===== config.mk =====
export PLATFORM = sky130hd
export DESIGN_NAME = dau_cordic_cell
export DESIGN_NICKNAME = d
export VERILOG_FILES = /design/src/dihedral_angle_unit_assert.svh /design/src/dau_pkg.sv /design/src/dau_cordic_cell.sv
export SDC_FILE = /design/constraint.sdc
export NUM_CORES = 1
export LEC_CHECK = 0
export ABC_AREA = 1
export BUFFER_PORTS_ARGS = -buffer_cell sky130_fd_sc_hd__buf_2
export CELL_PAD_IN_SITES_DETAIL_PLACEMENT = 0
export CELL_PAD_IN_SITES_GLOBAL_PLACEMENT = 1
export CORE_MARGIN = 2
export CORE_UTILIZATION = 45
export CTS_BUF_LIST = sky130_fd_sc_hd__clkbuf_4 sky130_fd_sc_hd__clkbuf_8
export DETAILED_ROUTE_END_ITERATION = 12
export PLACE_DENSITY_LB_ADDON = 0.1
export SYNTH_ARGS = -nofsm -noshare
export SYNTH_HDL_FRONTEND = slang
export SYNTH_SLANG_ARGS = --single-unit

===== constraint.sdc =====
create_clock -name clk -period 7.3 [get_ports clk]
set_input_delay 2.19 -clock clk [delete_from_list [all_inputs] [get_ports clk]]
set_output_delay 2.19 -clock clk [all_outputs]
set_load 0.01 [all_outputs]

===== src/dihedral_angle_unit_assert.svh =====
// Assertion macros for the dihedral angle unit.
`ifndef DIHEDRAL_ANGLE_UNIT_ASSERT_SVH
`define DIHEDRAL_ANGLE_UNIT_ASSERT_SVH
`ifndef ASSERT_OFF
`define DAU_ASSERT_IMP(lbl, clk, rst_n, ante, cons) \
	lbl: assert property (@(posedge clk) disable iff (!rst_n) (ante) |-> (cons)) \
		else $error("dihedral angle unit: assertion failed");
`define DAU_ASSERT_NXT(lbl, clk, rst_n, ante, cons) \
	lbl: assert property (@(posedge clk) disable iff (!rst_n) (ante) |=> (cons)) \
		else $error("dihedral angle unit: assertion failed");
`else
`define DAU_ASSERT_IMP(lbl, clk, rst_n, ante, cons)
`define DAU_ASSERT_NXT(lbl, clk, rst_n, ante, cons)
`endif
`endif


===== src/dau_pkg.sv =====
// Shared widths, types and constants of the dihedral angle unit.
package dau_pkg;
	localparam int CW       = 24;   // coordinate width
	localparam int BW       = 25;   // bond vector component
	localparam int PW       = 50;   // bond product
	localparam int NW       = 51;   // raw normal component, signed
	localparam int NMW      = 50;   // raw normal magnitude
	localparam int TPH_W    = 50;
	localparam int TPL_W    = 52;
	localparam int TW       = 80;   // exact triple product
	localparam int TP_SPLIT = 26;
	localparam int UW       = 31;   // normalized component, signed
	localparam int UMW      = 30;
	localparam int UPW      = 62;   // product of normalized components
	localparam int CCW      = 63;
	localparam int MW31     = 31;
	localparam int DOTW     = 64;
	localparam int XW       = 33;
	localparam int SQW      = 62;
	localparam int RAD_W    = 64;
	localparam int ROOT_W   = 32;
	localparam int REM_W    = 34;
	localparam int DW       = 36;   // CORDIC datapath
	localparam int ZCW      = 32;
	localparam int PRODW    = 62;
	localparam int OUT_W    = 24;
	localparam int NORM_MSB = 29;
	localparam int CORDIC_N = 30;
	localparam int SQRT_N   = 32;
	localparam int FRONT_LAT = 9;
	localparam int ANGLE_FRAC_BITS_DEF = 14;
	localparam int OUT_MAX  = 8388607;

	localparam logic [ZCW-1:0] PI_Q30      = 32'd3373259426;
	localparam logic [ZCW-1:0] HALF_PI_Q30 = 32'd1686629713;
	localparam logic [29:0]    DEG_PER_RAD_Q24 = 30'd961263669;

	localparam logic [31:0] ATAN_Q30 [CORDIC_N] = '{
		32'd843314856, 32'd497837829, 32'd263043836, 32'd133525158, 32'd67021686,
		32'd33543515, 32'd16775850, 32'd8388437, 32'd4194282, 32'd2097149,
		32'd1048575, 32'd524287, 32'd262143, 32'd131071, 32'd65535,
		32'd32767, 32'd16383, 32'd8191, 32'd4095, 32'd2047,
		32'd1023, 32'd511, 32'd255, 32'd127, 32'd63,
		32'd31, 32'd15, 32'd7, 32'd3, 32'd1
	};

	typedef logic signed [CW-1:0] coord_t;

	typedef struct packed {
		logic                 degen;
		logic                 neg;
		logic signed [XW-1:0] x;
	} sq_side_t;

	typedef struct packed {
		logic degen;
		logic neg;
	} rot_side_t;
endpackage


===== src/dau_cordic_cell.sv =====
// One vectoring iteration of the CORDIC chain.
module dau_cordic_cell #(
	parameter int SHIFT = 0
) (
	input  logic                         clk,
	input  logic                         en,
	input  logic signed [dau_pkg::DW-1:0] x,
	input  logic signed [dau_pkg::DW-1:0] y,
	input  logic signed [dau_pkg::DW-1:0] z,
	input  dau_pkg::rot_side_t           side,
	output logic signed [dau_pkg::DW-1:0] x_s1,
	output logic signed [dau_pkg::DW-1:0] y_s1,
	output logic signed [dau_pkg::DW-1:0] z_s1,
	output dau_pkg::rot_side_t           side_s1
);
	import dau_pkg::*;

	logic signed [DW-1:0] xs, ys, at;
	logic                 up;

	assign xs = x >>> SHIFT;
	assign ys = y >>> SHIFT;
	assign at = $signed(DW'(ATAN_Q30[SHIFT]));
	assign up = !y[DW-1] && (y != '0);

	always_ff @(posedge clk) begin
		if (en) begin
			if (up) begin
				x_s1 <= x + ys;
				y_s1 <= y - xs;
				z_s1 <= z + at;
			end else begin
				x_s1 <= x - ys;
				y_s1 <= y + xs;
				z_s1 <= z - at;
			end
			side_s1 <= side;
		end
	end
endmodule


==> results.cfg <==
[floorplan]
ioPinCount = 222
dieHeight_um = 171.9
initial_utilization = 0.4569
floorplan.rows = 61
core_region_area_um2 = 27780
fp.dieArea_um2 = 29560
die_width_um = 171.9

[cts]
cts_tree = done
clkSlewWorstSetupHoldPaths_ns = 0.13
cts.repair_timing.setup_buffer_count = 0
cts_buffers = 9
clk_path_buf_depth = 2
ctsRootBufferMaster = sky130_fd_sc_hd__clkbuf_8
cts-resized-gates = 0
htree_num_levels = 3
cts_sinks = 109
cts-hold-fix-buffers = 0

[routing]
detail_route.vias_per_cell = 5.421
drcViolationCount = 0
dr.pass1.iters = 6
drt.antenna.violating_nets = 0
number_of_vias_after_detailed_routing = 13540
route.final.wire_length_um = 45930
post_drt_wl_per_cell_um = 18.39
drt_iter0_drc = 1141

[sta]
finalWorstSetupSlack_ns = 1.513
max_slew_margin = 0.3134
totalNegativeSetupSlack_ns = 0
fin_crit_ns = 5.787
hold_viol = 0
timing.fmax_mhz = 172.8
max_slew.worst_pin.slew_ns = 1.030
final-setup-viol-count = 0
final_min_period_over_clock_period = 0.7927
rsz0062_at_grt = false
maxSlewViolCount = 0

[worst_hold_path]
min_path_cells = 1
worst_case_hold_path_end_point = side_s1[0]$_DFFE_PP_
min-delay-start = side[0]
class_of_the_tightest_hold_or_removal_check = input port to flip-flop

[worst_setup_path]
endpoint_kind = flip-flop
critPathLaunchType = input port
worst_path_dominant_cell_family = simple AND/OR/NAND/NOR gates
cp_cell_sequence = buf_2 > inv_1 > nand4_1 > nor3_1 > nand4_1 > nand2_4 > inv_2 > buf_4 > ha_1 > nand2_1 > nor4_1 > nand2_1 > nand2_1 > nand2_1 > nand2_1 > nand2_1 > nand3_1 > nand2_1
timing.critical_path.slowest_stage_cell = sky130_fd_sc_hd__nor3_1
critical_path_peak_fanout = 57
timing.critical_path.slowest_cell_delay_ns = 0.48
timing.critical_path.required_ns = 7.49
cp_num_buf_inv = 4
critical_path_arrival_ns = 5.98
category_of_the_critical_setup_timing_path = input port to flip-flop
timing.critical_path.mode_cell = sky130_fd_sc_hd__nand2_1

[synth]
syn_avg_cell_area_um2 = 6.597
synth_sequential_area_ratio = 0.2579
synth_nets = 2176
synth_seq_cells = 109
yosysUniqueCellTypes = 37
ys_warn_count = 0
syn-cell-area_um2 = 12690
postSynthCellCount = 1924

[placed_design]
pre_cts_slack_ns = 1.040
port_buffers = 221
detailed_place_hpwl_um = 38770
placed_cells_incl_taps = 2482
gpl_wtd_cong = 0.9697

[finish]
design.final.nets = 2367
antennaDiodeCount = 0
final-instance-count-excl-fill = 2498
post_route_cells_drive_above_1_share = 0.1226
synthToLayoutAreaGrowth_pct = 12.29
filler_cell_count = 3013

[power]
power_total_mw = 2.320
p_per_area_nw_per_um2 = 162.8
peakVddDrop_mv = 0.1052
power_leakage_nw = 7.240

[global_routing]
leftover_overflow_at_the_end_of_global_routing = 0
grt_start_max_net_pins = 78
wire_length_of_the_first_global_routing_pass_um = 69080
grt.total_usage = 0.3074
grt_pass1_vias = 12840
antenna_found_initial = 0

[run_status]
status = complete, no violations

[job]
max_cap_violations = 0
## layer usage
metal,share of wire,vias to the layer above,GRT usage
li1,-,6693,-
met1,0.44,6259,0.4038
met2,0.47,536,0.5348
met3,0.069,54,0.03845
met4,0.021,0,0.07892
met5,0,-,0
## placed cells by master (no fill, tap or decap), drive strengths merged
cell type	synthesis	layout
a211oi	1	1
a21boi	5	5
a21o	15	15
a21oi	164	164
a22oi	1	1
a31oi	3	3
and2	2	2
and3	1	1
buf	34	224
clkbuf	10	9
clkinv	0	2
edfxtp	109	109
fa	4	4
ha	136	136
inv	259	264
mux2i	1	1
nand2	555	555
nand3	169	169
nand4	21	21
nor2	183	183
nor3	29	29
nor4	3	3
o211ai	2	2
o21a	2	2
o21ai	124	124
o21bai	23	23
o22ai	1	1
or2	3	3
xnor2	5	5
xor2	59	59
## through the flow
step / hold slack, ns / util / cell area (um^2)
after floorplan: 2.289 / - / 12690
after global placement: 2.366 / 0.5050 / 14030
after detailed placement: 2.369 / 0.5050 / 14030
after CTS: 1.913 / 0.5130 / 14250
after global routing: 1.916 / 0.5130 / 14250
final: 1.926 / 0.5130 / 14250
## cells in the mapped netlist
cell	count	area, um^2
sky130_fd_sc_hd__buf_6	1	11.26
sky130_fd_sc_hd__fa_1	4	80.08
sky130_fd_sc_hd__edfxtp_1	109	3273
sky130_fd_sc_hd__or2_2	3	18.77
sky130_fd_sc_hd__buf_4	24	180.2
sky130_fd_sc_hd__nor3_1	28	140.1
sky130_fd_sc_hd__xor2_1	59	516.8
sky130_fd_sc_hd__a211oi_1	1	7.510
sky130_fd_sc_hd__nor4_1	3	18.77
sky130_fd_sc_hd__xnor2_1	5	43.79
sky130_fd_sc_hd__nand3_1	169	845.8
sky130_fd_sc_hd__a22oi_1	1	7.510
sky130_fd_sc_hd__a21o_1	15	112.6
sky130_fd_sc_hd__o211ai_1	2	15.01
sky130_fd_sc_hd__nor2_2	7	43.79
sky130_fd_sc_hd__mux2i_1	1	10.01
sky130_fd_sc_hd__o21bai_1	23	172.7
sky130_fd_sc_hd__buf_2	9	45.04
sky130_fd_sc_hd__a31oi_1	3	18.77
sky130_fd_sc_hd__nor3_2	1	10.01
sky130_fd_sc_hd__o22ai_1	1	6.260
sky130_fd_sc_hd__inv_1	255	957.2
sky130_fd_sc_hd__nand4_1	21	131.4
sky130_fd_sc_hd__and2_1	2	12.51
sky130_fd_sc_hd__clkbuf_1	10	37.54
sky130_fd_sc_hd__a21oi_1	164	820.8
sky130_fd_sc_hd__a21boi_0	5	37.54
sky130_fd_sc_hd__o21ai_1	4	20.02
sky130_fd_sc_hd__ha_1	136	1702
sky130_fd_sc_hd__nor2_4	1	11.26
sky130_fd_sc_hd__o21ai_0	120	600.6
sky130_fd_sc_hd__nor2_1	175	656.9
sky130_fd_sc_hd__inv_2	4	15.01
sky130_fd_sc_hd__and3_1	1	6.260
sky130_fd_sc_hd__o21a_1	2	15.01
sky130_fd_sc_hd__nand2_1	552	2072
sky130_fd_sc_hd__nand2_2	3	18.77
## cell type report
type	instances	area, um^2	share of cell area
Sequential cell	109	3273	0.2297
Multi-Input combinational cell	1512	8180	0.5740
Clock buffer	9	123.9	0.008691
Inverter	259	972.2	0.06821
Tap cell	378	473.0	0.03318
Timing Repair Buffer	224	1131	0.07936
Clock inverter	7	98.84	0.006935
## sequential cells by signal, summed over array words and instances (netlist names)
name	cells
y_s1	36
side_s1	2
z_s1	36
x_s1	35
## kinds of logic (layout without fill, tap and decap cells)
family	after synthesis	in the layout	synth area share
buffers and inverters	303	499	0.09819
xor gates and xnor gates	64	64	0.04416
DFF	109	109	0.2579
AOI/OAI and AO/OA	341	341	0.1445
and+or+nand+nor	966	966	0.3141
muxes	1	1	0.0007887
adders and majority gates	140	140	0.1404
## power by group
group | internal [mW] | total (mW) | switching (mW) | leakage [nW]
Clock | 0.147 | 0.437 | 0.291 | 0.111
Combinational | 0.337 | 1.04 | 0.706 | 6.06
Sequential | 0.811 | 0.839 | 0.0286 | 1.06
## how the worst max path moves through the flow
stage                from  cells after the start                  to  slack (ns)
finish              y[28]                     18  z_s1[34]$_DFFE_PP_        1.51
global route        y[31]                     18  z_s1[34]$_DFFE_PP_        1.25
CTS                 y[28]                     18  z_s1[34]$_DFFE_PP_        1.49
detailed placement  y[28]                     18  z_s1[34]$_DFFE_PP_        1.04
global placement    y[30]                     18  z_s1[34]$_DFFE_PP_        1.09
floorplan            y[1]                     18  z_s1[24]$_DFFE_PP_        2.38
Note: power is estimated with default switching activity, not from simulation.
