<file path="config.mk">
export PLATFORM = sky130hd
export DESIGN_NAME = dau_sqrt_cell
export DESIGN_NICKNAME = d
export VERILOG_FILES = /design/src/dihedral_angle_unit_assert.svh /design/src/dau_pkg.sv /design/src/dau_sqrt_cell.sv
export SDC_FILE = /design/constraint.sdc
export NUM_CORES = 1
export LEC_CHECK = 0
export BUFFER_PORTS_ARGS = -buffer_cell sky130_fd_sc_hd__buf_2
export CAP_MARGIN = 20
export CORE_MARGIN = 4
export CORE_UTILIZATION = 47
export DETAILED_ROUTE_END_ITERATION = 10
export GPL_ROUTABILITY_DRIVEN = 1
export HOLD_SLACK_MARGIN = 0.05
export PLACE_DENSITY = 0.8
export SYNTH_ARGS = -nofsm -noshare
export SYNTH_HDL_FRONTEND = slang
export SYNTH_SLANG_ARGS = --single-unit
</file>
<file path="constraint.sdc">
create_clock -name clk -period 4.1 [get_ports clk]
set_input_delay 0.41 -clock clk [delete_from_list [all_inputs] [get_ports clk]]
set_output_delay 0.41 -clock clk [all_outputs]
set_load 0.05 [all_outputs]
</file>
<file path="src/dihedral_angle_unit_assert.svh">
// Assertion macros for the dihedral angle unit.
`ifndef DIHEDRAL_ANGLE_UNIT_ASSERT_SVH
`define DIHEDRAL_ANGLE_UNIT_ASSERT_SVH
`ifndef ASSERT_OFF
`define DAU_ASSERT_IMP(lbl, clk, rst_n, ante, cons) \
	lbl: assert property (@(posedge clk) disable iff (!rst_n) (ante) |-> (cons)) \
		else $error("dihedral angle unit: assertion failed");
`define DAU_ASSERT_NXT(lbl, clk, rst_n, ante, cons) \
	lbl: assert property (@(posedge clk) disable iff (!rst_n) (ante) |=> (cons)) \
		else $error("dihedral angle unit: assertion failed");
`else
`define DAU_ASSERT_IMP(lbl, clk, rst_n, ante, cons)
`define DAU_ASSERT_NXT(lbl, clk, rst_n, ante, cons)
`endif
`endif

</file>
<file path="src/dau_pkg.sv">
// Shared widths, types and constants of the dihedral angle unit.
package dau_pkg;
	localparam int CW       = 24;   // coordinate width
	localparam int BW       = 25;   // bond vector component
	localparam int PW       = 50;   // bond product
	localparam int NW       = 51;   // raw normal component, signed
	localparam int NMW      = 50;   // raw normal magnitude
	localparam int TPH_W    = 50;
	localparam int TPL_W    = 52;
	localparam int TW       = 80;   // exact triple product
	localparam int TP_SPLIT = 26;
	localparam int UW       = 31;   // normalized component, signed
	localparam int UMW      = 30;
	localparam int UPW      = 62;   // product of normalized components
	localparam int CCW      = 63;
	localparam int MW31     = 31;
	localparam int DOTW     = 64;
	localparam int XW       = 33;
	localparam int SQW      = 62;
	localparam int RAD_W    = 64;
	localparam int ROOT_W   = 32;
	localparam int REM_W    = 34;
	localparam int DW       = 36;   // CORDIC datapath
	localparam int ZCW      = 32;
	localparam int PRODW    = 62;
	localparam int OUT_W    = 24;
	localparam int NORM_MSB = 29;
	localparam int CORDIC_N = 30;
	localparam int SQRT_N   = 32;
	localparam int FRONT_LAT = 9;
	localparam int ANGLE_FRAC_BITS_DEF = 14;
	localparam int OUT_MAX  = 8388607;

	localparam logic [ZCW-1:0] PI_Q30      = 32'd3373259426;
	localparam logic [ZCW-1:0] HALF_PI_Q30 = 32'd1686629713;
	localparam logic [29:0]    DEG_PER_RAD_Q24 = 30'd961263669;

	localparam logic [31:0] ATAN_Q30 [CORDIC_N] = '{
		32'd843314856, 32'd497837829, 32'd263043836, 32'd133525158, 32'd67021686,
		32'd33543515, 32'd16775850, 32'd8388437, 32'd4194282, 32'd2097149,
		32'd1048575, 32'd524287, 32'd262143, 32'd131071, 32'd65535,
		32'd32767, 32'd16383, 32'd8191, 32'd4095, 32'd2047,
		32'd1023, 32'd511, 32'd255, 32'd127, 32'd63,
		32'd31, 32'd15, 32'd7, 32'd3, 32'd1
	};

	typedef logic signed [CW-1:0] coord_t;

	typedef struct packed {
		logic                 degen;
		logic                 neg;
		logic signed [XW-1:0] x;
	} sq_side_t;

	typedef struct packed {
		logic degen;
		logic neg;
	} rot_side_t;
endpackage

</file>
<file path="src/dau_sqrt_cell.sv">
// One digit of the integer square root chain.
module dau_sqrt_cell (
	input  logic                      clk,
	input  logic                      en,
	input  logic [dau_pkg::RAD_W-1:0]  rad,
	input  logic [dau_pkg::REM_W-1:0]  rem,
	input  logic [dau_pkg::ROOT_W-1:0] root,
	input  dau_pkg::sq_side_t         side,
	output logic [dau_pkg::RAD_W-1:0]  rad_s1,
	output logic [dau_pkg::REM_W-1:0]  rem_s1,
	output logic [dau_pkg::ROOT_W-1:0] root_s1,
	output dau_pkg::sq_side_t         side_s1
);
	import dau_pkg::*;

	logic [REM_W-1:0] rem_n, trial;
	logic             ge;

	// bring down two radicand bits, try root*4+1
	assign rem_n = {rem[REM_W-3:0], rad[RAD_W-1 -: 2]};
	assign trial = {root, 2'b01};
	assign ge    = rem_n >= trial;

	always_ff @(posedge clk) begin
		if (en) begin
			rad_s1  <= {rad[RAD_W-3:0], 2'b00};
			rem_s1  <= ge ? rem_n - trial : rem_n;
			root_s1 <= {root[ROOT_W-2:0], ge};
			side_s1 <= side;
		end
	end
endmodule

</file>
==> flow_summary_export.csv, run 1 <==
group,metric,value,unit
drt,dr.pass1.iters,5,
floorplanning,die_area,17720,um2
critical_path,worstPathRequired,4.27,ns
placed_design,hpwlAfterDp,15500,um
critical_path,worstPathCellList,"buf_2 -> inv_1 -> ha_1 -> nand3_2 -> nor4b_2 -> o31ai_2 -> a2111oi_4 -> o21ai_2 -> a21boi_4 -> nor2_4 -> inv_2 -> mux2_2",
critical_path,max_stage_delay,0.49,ns
synth,yosysTopAreaCell,"edfxtp_1",
floorplanning,start_util,48.21,%
global_route,gr-total-overflow,0,
critical_path,critPathLaunchType,"input port",
timing,tns,0,ns
drt,drtAntennaViolNets,0,
drt,drt_wl_total,19810,um
cts,tritoncts,"done",
global_route,grt_usage,21.73,%
timing,whs,0.1553,ns
synth,yosys.area.top_type_share,66.54,%
drt,vias,5474,
synth,ys.flop_type,"edfxtp_1",
timing,rsz0062_at_grt,"no",
floorplanning,num_rows,45,
cts,numCtsBuffers,17,
timing,period_needed,3.287,ns
cts,hold_buffers,0,
min_path,holdCritStartpoint,"side[19]",
synth,ys_seq_area_share,66.54,%
timing,setup_viol,0,
timing,timing_hold_violations_final,0,
flow_run,max_cap_violations,0,
power_and_ir_drop,peakVddDrop,0.0002643,V
critical_path,cp.arrival,3.46,ns
critical_path,cp_max_fo,29,
placed_design,place_inst,1047,
drt,avgViaCountPerCell,5.069,
placed_design,gp_congestion,0.8362,
synth,syn_avg_cell_area,14.37,um2
finish,fillers,1116,
run_status,status,"complete, no violations",
floorplanning,core_area,15260,um2
floorplanning,chipWidth,133.1,um
synth,synth_warnings,0,
synth,async_reset_ff_share,0,%
timing,fin_crit_sh,80.18,%
global_route,grt_antenna_before_repair,3,
synth,netlist_area,7356,um2
global_route,grt_max_degree,91,
floorplanning,fp.dieH,133.1,um
timing,max_freq,0.3042,GHz
global_route,grt_pass1_vias,5360,
drt,routedWlPerCell,18.35,um
cts,post_cts_resized,0,
finish,layout.nets,1056,
synth,synth.area.top_cells,"edfxtp_1 67%, ha_1 5.8%, mux2_2 2.9%, a21oi_1 2.7%, inv_1 2.1%",
critical_path,critical-path-top-delay-family,"compound AO/OA/AOI/OAI gates",
finish,final_util,64.42,%
power_and_ir_drop,p_per_area,491.3,nW/um2
cts,clock_path_buffers,2,
finish,area_delta_synth_final,33.63,%
min_path,hp-class,"in2reg",
floorplanning,io_pins,332,
global_route,grt_pass1_wl,29590,um
cts,cts_root_buf,"clkbuf_16",
cts,cts_max_level,4,
finish,drive_above_1_share,45.97,%
synth,synth_edf_count,163,
synth,synth-seq-cells,163,
finish,final_cells,1080,
critical_path,worstSetupPathType,"in2reg",
critical_path,cp-startpoint,"root[7]",
cts,post-cts-setup-buffers,0,
timing,relSlewSlack,46.28,%
synth,syn_inst,512,
cts,clk_pin_slew,0.07,ns
drt,drc,0,
placed_design,port_buffers,327,
power_and_ir_drop,leakage,4.364,nW
critical_path,crit_buf_inv,3,
synth,synthDistinctLibCells,60,
timing,finalMaxSlewViolations,0,
cts,cts.sinks,163,
critical_path,cp-end-kind,"register",
drt,drt_iter0_drc,270,
critical_path,cpMaxStageDelayCell,"inv_2",
timing,worst_pin_slew,0.8058,ns
## Yosys cell counts, types with 2 or more instances
library cell,n
and2_1,2
and3_1,8
nand3_1,14
o21ai_0,23
a31o_2,4
ha_1,34
a221o_1,3
nand4_1,3
xnor2_1,17
clkbuf_1,3
nor3_1,11
a21o_1,17
mux2_4,3
mux2_2,19
nand2b_1,2
o31ai_1,3
buf_4,3
nor2_1,17
o21a_1,7
nor4b_1,3
a211oi_1,4
inv_1,41
a21oi_1,39
xor2_1,10
nor2b_1,2
nand2_1,21
a31oi_1,4
edfxtp_1,163
## routing by layer
layer	global-route usage, %	routed length [um]	vias to the layer above
li1	-	-	2648
met1	24.49	7421	2573
met2	39.67	10600	210
met3	6.269	1353	39
met4	6.971	413	4
met5	0	27	-
## flip-flops by register name, indices dropped and copies added (netlist names)
signal	count
rad_s1	62
rem_s1	34
root_s1	32
side_s1	35
## per-stage QoR
stage / area [um2] / total power, W / setup slack, ns
3_5_place_dp: 9246 / 0.003320 / 0.3242
6_report: 9829 / 0.004829 / 0.8127
2_1_floorplan: 7360 / 0.002978 / 1.068
3_3_place_gp: 9246 / 0.003299 / 0.3992
4_1_cts: 9827 / 0.004861 / 0.7669
5_1_grt: 9829 / 0.005001 / 0.5806
## cells by family after synthesis
logic type | count (synthesis) | share of synthesized area, %
buffers and inverters | 51 | 3.096
other | 1 | 0.05098
AND/OR/NAND/NOR | 90 | 6.379
flip-flops | 163 | 66.54
XOR/XNOR | 27 | 3.215
AO/OA/AOI/OAI | 124 | 11.41
adder cells (fa/ha/maj) | 34 | 5.783
multiplexers | 22 | 3.521
## final cells by class
| class | count | area, um2 | area share [%] |
|---|---|---|---|
| clock inverters | 15 | 155.1 | 1.578 |
| multi-input cells | 299 | 2237 | 22.76 |
| diodes | 1 | 2.502 | 0.02546 |
| repair buffers | 332 | 1693 | 17.22 |
| well taps | 211 | 264.0 | 2.686 |
| flip-flops and latches | 163 | 4895 | 49.80 |
| clock buffers | 17 | 425.4 | 4.328 |
| inverters | 42 | 157.7 | 1.604 |
## placed cells by master (no fill, tap or decap), types with 4 or more instances in the layout
cell type  synthesis  routed
a211oi_1           4       4
a21o_1            17      17
a21oi_1           39      39
a31o_2             4       4
a31oi_1            4       4
and3_1             8       8
buf_2              1     326
buf_4              3       4
clkbuf_16          0      17
edfxtp_1         163     163
ha_1              34      34
inv_1             41      41
inv_6              0       4
inv_8              0       6
mux2_2            19      19
nand2_1           21      21
nand3_1           14      14
nor2_1            17      17
nor3_1            11      11
o21a_1             7       7
o21ai_0           23      23
xnor2_1           17      17
xor2_1            10      10
## path summary, 6_finish.rpt
check	end	slack, ns	depth (start not counted)
worst min-delay path	side_s1[19]	0.16	1
worst max-delay path	rem_s1[14]	0.81	12
## where the power goes
group          total [W]  switching (W)  internal (W)
registers        0.00205      0.0000362       0.00202
clock network    0.00155       0.000729      0.000816
logic            0.00123       0.000895      0.000338
total            0.00483        0.00166       0.00317
Power figures use the tool's default switching activity.
==> run 2: changes to the inputs <==
ABC_AREA = 1   (was unset)
CORE_UTILIZATION = 44   (was 47)
PLACE_DENSITY = 0.77   (was 0.8)
clock period = 2.8 ns   (was 4.1 ns; I/O delays follow)
==> flow_summary_export.csv, run 2 <==
group,metric,value,unit
synth,synth_edf_count,163,
finish,layout.nets,1466,
timing,period_needed,2.536,ns
cts,cts_max_level,4,
finish,final_cells,1505,
floorplanning,num_rows,48,
critical_path,cp-end-kind,"register",
placed_design,hpwlAfterDp,17960,um
critical_path,critPathLaunchType,"input port",
timing,relSlewSlack,66.90,%
floorplanning,chipWidth,142.2,um
finish,fin_area,11670,um2
finish,mostFrequentLayoutCells,"326 x buf_2, 277 x nand2_1, 163 x edfxtp_1, 125 x dlygate4sd3_1, 123 x inv_1",
power_and_ir_drop,peakVddDrop,0.0004202,V
timing,max_freq,0.3944,GHz
drt,drt_iter0_drc,536,
placed_design,gp_congestion,0.9722,
drt,drtAntennaViolNets,0,
synth,yosysTopAreaCell,"edfxtp_1",
global_route,grt_pass1_wl,38530,um
run_status,status,"complete, no violations",
cts,tritoncts,"done",
min_path,hp-class,"in2reg",
synth,synthDistinctLibCells,27,
synth,yosys.area.top_type_share,61.75,%
synth,synth-seq-cells,163,
synth,syn_avg_cell_area,9.945,um2
cts,clock_path_buffers,2,
cts,cts.sinks,163,
global_route,grt_pass1_vias,7232,
finish,drive_above_1_share,29.81,%
cts,post-cts-setup-buffers,0,
drt,drc,0,
global_route,grt_usage,24.73,%
drt,drt_wl_total,25530,um
floorplanning,start_util,45.35,%
critical_path,worstPathRequired,3.09,ns
synth,netlist_area,7926,um2
floorplanning,core_area,17480,um2
synth,synth_warnings,0,
floorplanning,die_area,20230,um2
timing,setup_viol,0,
global_route,gr-total-overflow,0,
synth,ys.flop_type,"edfxtp_1",
critical_path,cp_max_fo,37,
cts,numCtsBuffers,17,
drt,avgViaCountPerCell,4.803,
floorplanning,io_pins,332,
floorplanning,fp.dieH,142.2,um
timing,fin_crit_sh,90.56,%
synth,syn_inst,797,
global_route,grt_antenna_before_repair,2,
timing,finalMaxSlewViolations,0,
power_and_ir_drop,leakage,5.715,nW
timing,timing_hold_violations_final,0,
finish,layout_commonest_cell,"buf_2",
placed_design,placed_cell_area,9838,um2
synth,synth_top_cells_by_count,"277 x nand2_1, 163 x edfxtp_1, 123 x inv_1, 51 x nor2_1, 38 x nand3_1",
global_route,grt_max_degree,54,
drt,vias,7228,
flow_run,max_cap_violations,0,
drt,dr.pass1.iters,5,
synth,async_reset_ff_share,0,%
critical_path,cp.arrival,2.82,ns
synth,synth_most_common_cell,"nand2_1",
cts,clk_pin_slew,0.07,ns
timing,worst_pin_slew,0.4913,ns
finish,regMostFlops,"rad_s1",
cts,cts_root_buf,"clkbuf_16",
placed_design,port_buffers,327,
finish,area_delta_synth_final,47.25,%
drt,routedWlPerCell,16.96,um
finish,reg_top3,"rad_s1 (62), side_s1 (35), rem_s1 (34)",
finish,largest_register_ffs,62,
power_and_ir_drop,p_per_area,628.3,nW/um2
synth,ys_seq_area_share,61.75,%
timing,tns,0,ns
critical_path,worstSetupPathType,"in2reg",
synth,synth.area.top_cells,"edfxtp_1 62%, nand2_1 13%, inv_1 5.8%, ha_1 5.4%, nor2_1 2.4%",
placed_design,place_inst,1346,
timing,rsz0062_at_grt,"no",
[run 2: cell types whose count changed after synthesis, sizes merged, moves of 7 or more]
| cell | before | now |
|---|---|---|
| xnor2 | 17 | 4 |
| o21a | 7 | 0 |
| a21oi | 39 | 29 |
| nand3 | 15 | 40 |
| mux2 | 22 | 0 |
| nand2 | 21 | 282 |
| nor2 | 18 | 57 |
| a21o | 17 | 1 |
| o21ai | 24 | 14 |
| and3 | 8 | 0 |
| nor3 | 12 | 4 |
| inv | 42 | 128 |
[run 2: power breakdown]
part | internal (W) | switching (W) | leakage (nW) | total, W
logic | 0.000570 | 0.00148 | 3.85 | 0.00205
registers | 0.00295 | 0.0000587 | 1.59 | 0.00301
clock network | 0.00119 | 0.00109 | 0.268 | 0.00228
[run 2: path summary, 6_finish.rpt]
path                  from           to  cells past startpoint
setup / recovery  root[21]   rem_s1[11]                     13
hold / removal    root[16]  root_s1[17]                      1
[run 2: layer usage]
| metal | track usage (%) | part of all wire, % | up-vias |
|---|---|---|---|
| li1 | - | - | 3545 |
| met1 | 27.86 | 37 | 3322 |
| met2 | 45.69 | 52 | 300 |
| met3 | 5.444 | 6.8 | 61 |
| met4 | 9.192 | 3.6 | 0 |
| met5 | 0 | 0 | - |
[run 2: per-stage QoR]
stage	hold WS (ns)	worst slack, ns	power (W)	util (%)
floorplan	0.3789	0.8834	0.004406	-
global placement	0.4566	0.3274	0.004911	56.29
detailed placement	0.4581	0.2958	0.004941	56.29
CTS	0.05012	0.2108	0.007336	66.51
global route	0.05167	0.009083	0.007652	66.78
finish	0.05597	0.2643	0.007333	66.78
[run 2: repair_timing]
| action | in CTS | in global routing |
|---|---|---|
| hold endpoints to repair | 121 | 4 |
| gates resized for setup | 0 | 1 |
| hold buffers | 121 | 4 |
| endpoints found under the setup margin | 0 | 32 |
[run 2: layout make-up]
cell class	instances	area, um2
tap	225	281.5
antenna	2	5.005
fill	1312	5806
inverter	128	485.5
multi-input combinational	499	2481
clock buffer	18	429.2
sequential	163	4895
timing repair buffer	456	2949
clock inverter	14	145.1
[run 2: cells by family after synthesis]
logic type	count (synthesis)	share of synthesized area (%)
DFF	163	61.75
and+or+nand+nor	399	20.82
AOI/OAI and AO/OA	47	3.141
buffers and inverters	136	6.993
adders and majority gates	34	5.367
other	1	0.04731
xor gates and xnor gates	17	1.878
[run 2: critical path: stages]
cell and delay, ns:
dlygate4sd3_1 0.54, buf_2 0.12, inv_1 0.04, ha_1 0.36
a21oi_2 0.24, o21ai_0 0.14, a21oi_1 0.23, nand3_2 0.13
nand2_2 0.12, nand2_8 0.18, inv_6 0.27, nand2_1 0.09
nand2_1 0.07
==> run 3: changes to the inputs <==
ABC_AREA = unset   (was 1)
CORE_UTILIZATION = 43   (was 44)
==> flow_summary_export.csv, run 3 (synthesized netlist as in run 1, its figures left out) <==
group,metric,value,unit
placed_design,port_buffers,327,
critical_path,worstPathCellList,"dlygate4sd3_1 -> buf_2 -> inv_1 -> ha_4 -> and2_1 -> and4b_1 -> a21o_1 -> a21o_1 -> a21o_1 -> nor2_4 -> inv_2 -> buf_12 -> mux2_4",
critical_path,worstPathRequired,2.98,ns
placed_design,placed_cell_area,9941,um2
critical_path,cp_max_fo,21,
critical_path,cpMaxStageDelayCell,"dlygate4sd3_1",
finish,regMostFlops,"rad_s1",
placed_design,gp_congestion,0.8879,
floorplanning,fp.dieH,138.8,um
timing,worst_pin_slew,0.5983,ns
cts,numCtsBuffers,17,
floorplanning,num_rows,47,
drt,drtAntennaViolNets,0,
timing,relSlewSlack,59.55,%
cts,cts_max_level,4,
timing,setup_viol,0,
drt,avgViaCountPerCell,5.071,
cts,clock_path_buffers,2,
critical_path,critPathLaunchType,"input port",
critical_path,critPathMostFrequentCell,"a21o_1",
global_route,grt_antenna_before_repair,0,
cts,clk_pin_slew,0.07,ns
global_route,grt_pass1_vias,6715,
placed_design,pre_cts_ws,-0.2065,ns
floorplanning,io_pins,332,
cts,tritoncts,"done",
timing,fin_crit_sh,96.33,%
finish,layout.nets,1253,
timing,layout_setup_ws,0.1027,ns
timing,timing_hold_violations_final,0,
floorplanning,start_util,44.04,%
floorplanning,die_area,19260,um2
timing,rsz0062_at_grt,"no",
global_route,grt_max_degree,61,
timing,tns,0,ns
finish,reg_top3,"rad_s1 (62), side_s1 (35), rem_s1 (34)",
timing,max_freq,0.3707,GHz
timing,finalMaxSlewViolations,0,
cts,post-cts-setup-buffers,0,
finish,area_delta_synth_final,60.06,%
critical_path,cp.arrival,2.88,ns
floorplanning,core_area,16700,um2
finish,mostFrequentLayoutCells,"326 x buf_2, 163 x edfxtp_1, 124 x dlygate4sd3_1, 75 x buf_4, 39 x a21oi_1",
finish,antenna_cells,0,
power_and_ir_drop,p_per_area,630.9,nW/um2
finish,fillers,1147,
drt,vias,6516,
min_path,hp-class,"in2reg",
cts,cts_root_buf,"clkbuf_16",
critical_path,worstSetupPathType,"in2reg",
drt,routedWlPerCell,19.35,um
timing,period_needed,2.697,ns
finish,fin_area,11770,um2
finish,layout_commonest_cell,"buf_2",
finish,largest_register_ffs,62,
placed_design,hpwlAfterDp,17060,um
run_status,status,"complete, no violations",
global_route,gr-total-overflow,0,
global_route,grt_pass1_wl,38210,um
power_and_ir_drop,leakage,5.240,nW
critical_path,cp-end-kind,"register",
power_and_ir_drop,peakVddDrop,0.0004106,V
cts,cts.sinks,163,
drt,drt_wl_total,24860,um
finish,drive_above_1_share,45.54,%
flow_run,max_cap_violations,0,
critical_path,max_stage_delay,0.53,ns
drt,drt_iter0_drc,406,
drt,drc,0,
drt,dr.pass1.iters,5,
global_route,grt_usage,25.24,%
finish,final_util,70.50,%
floorplanning,chipWidth,138.8,um
[run 3: per-stage QoR]
stage	hold WS [ns]	instances	power [W]
6_report	0.06932	1285	0.007428
5_1_grt	0.05650	1285	0.007712
4_1_cts	0.05293	1284	0.007408
3_5_place_dp	0.4583	1129	0.005040
3_3_place_gp	0.4562	1129	0.005001
2_1_floorplan	0.3789	513	0.004385
[run 3: path summary, 6_finish.rpt]
path	depth (start not counted)	end	from	slack, ns
max	13	rem_s1[30]	root[17]	0.10
min	1	root_s1[9]	root[8]	0.07
[run 3: worst max-delay path: cells and delay by family]
| kind | cells | cell delay, ns |
|---|---|---|
| buf+inv | 5 | 0.97 |
| compound gates | 3 | 0.58 |
| simple gates | 3 | 0.53 |
| mux | 1 | 0.30 |
| fa+ha+maj | 1 | 0.22 |
[run 3: repair_timing]
item,4_1_cts,5_1_grt
hold buffers,123,1
endpoints found under the hold margin,123,1
resized for setup,0,4
endpoints found under the setup margin,0,23
[run 3: layout make-up]
cell class | count | area [um2] | share of cell area (%)
sequential | 163 | 4895 | 41.57
timing repair buffer | 529 | 3507 | 29.79
multi-input combinational | 299 | 2364 | 20.07
clock buffer | 18 | 429.2 | 3.645
tap | 220 | 275.3 | 2.338
inverter | 42 | 160.2 | 1.360
clock inverter | 14 | 143.9 | 1.222
[run 3: routing by layer]
metal,vias up,GRT usage [%],wire length (um)
met4,0,7.621,593
met2,307,46.92,13240
met5,-,0,0
li1,3049,-,-
met1,3118,28.95,9464
met3,42,5.655,1567
[run 3: where the power goes]
part / internal [W] / switching (W)
Clock: 0.00118 / 0.00108
Sequential: 0.00295 / 0.0000652
Combinational: 0.000737 / 0.00141
Total: 0.00487 / 0.00256
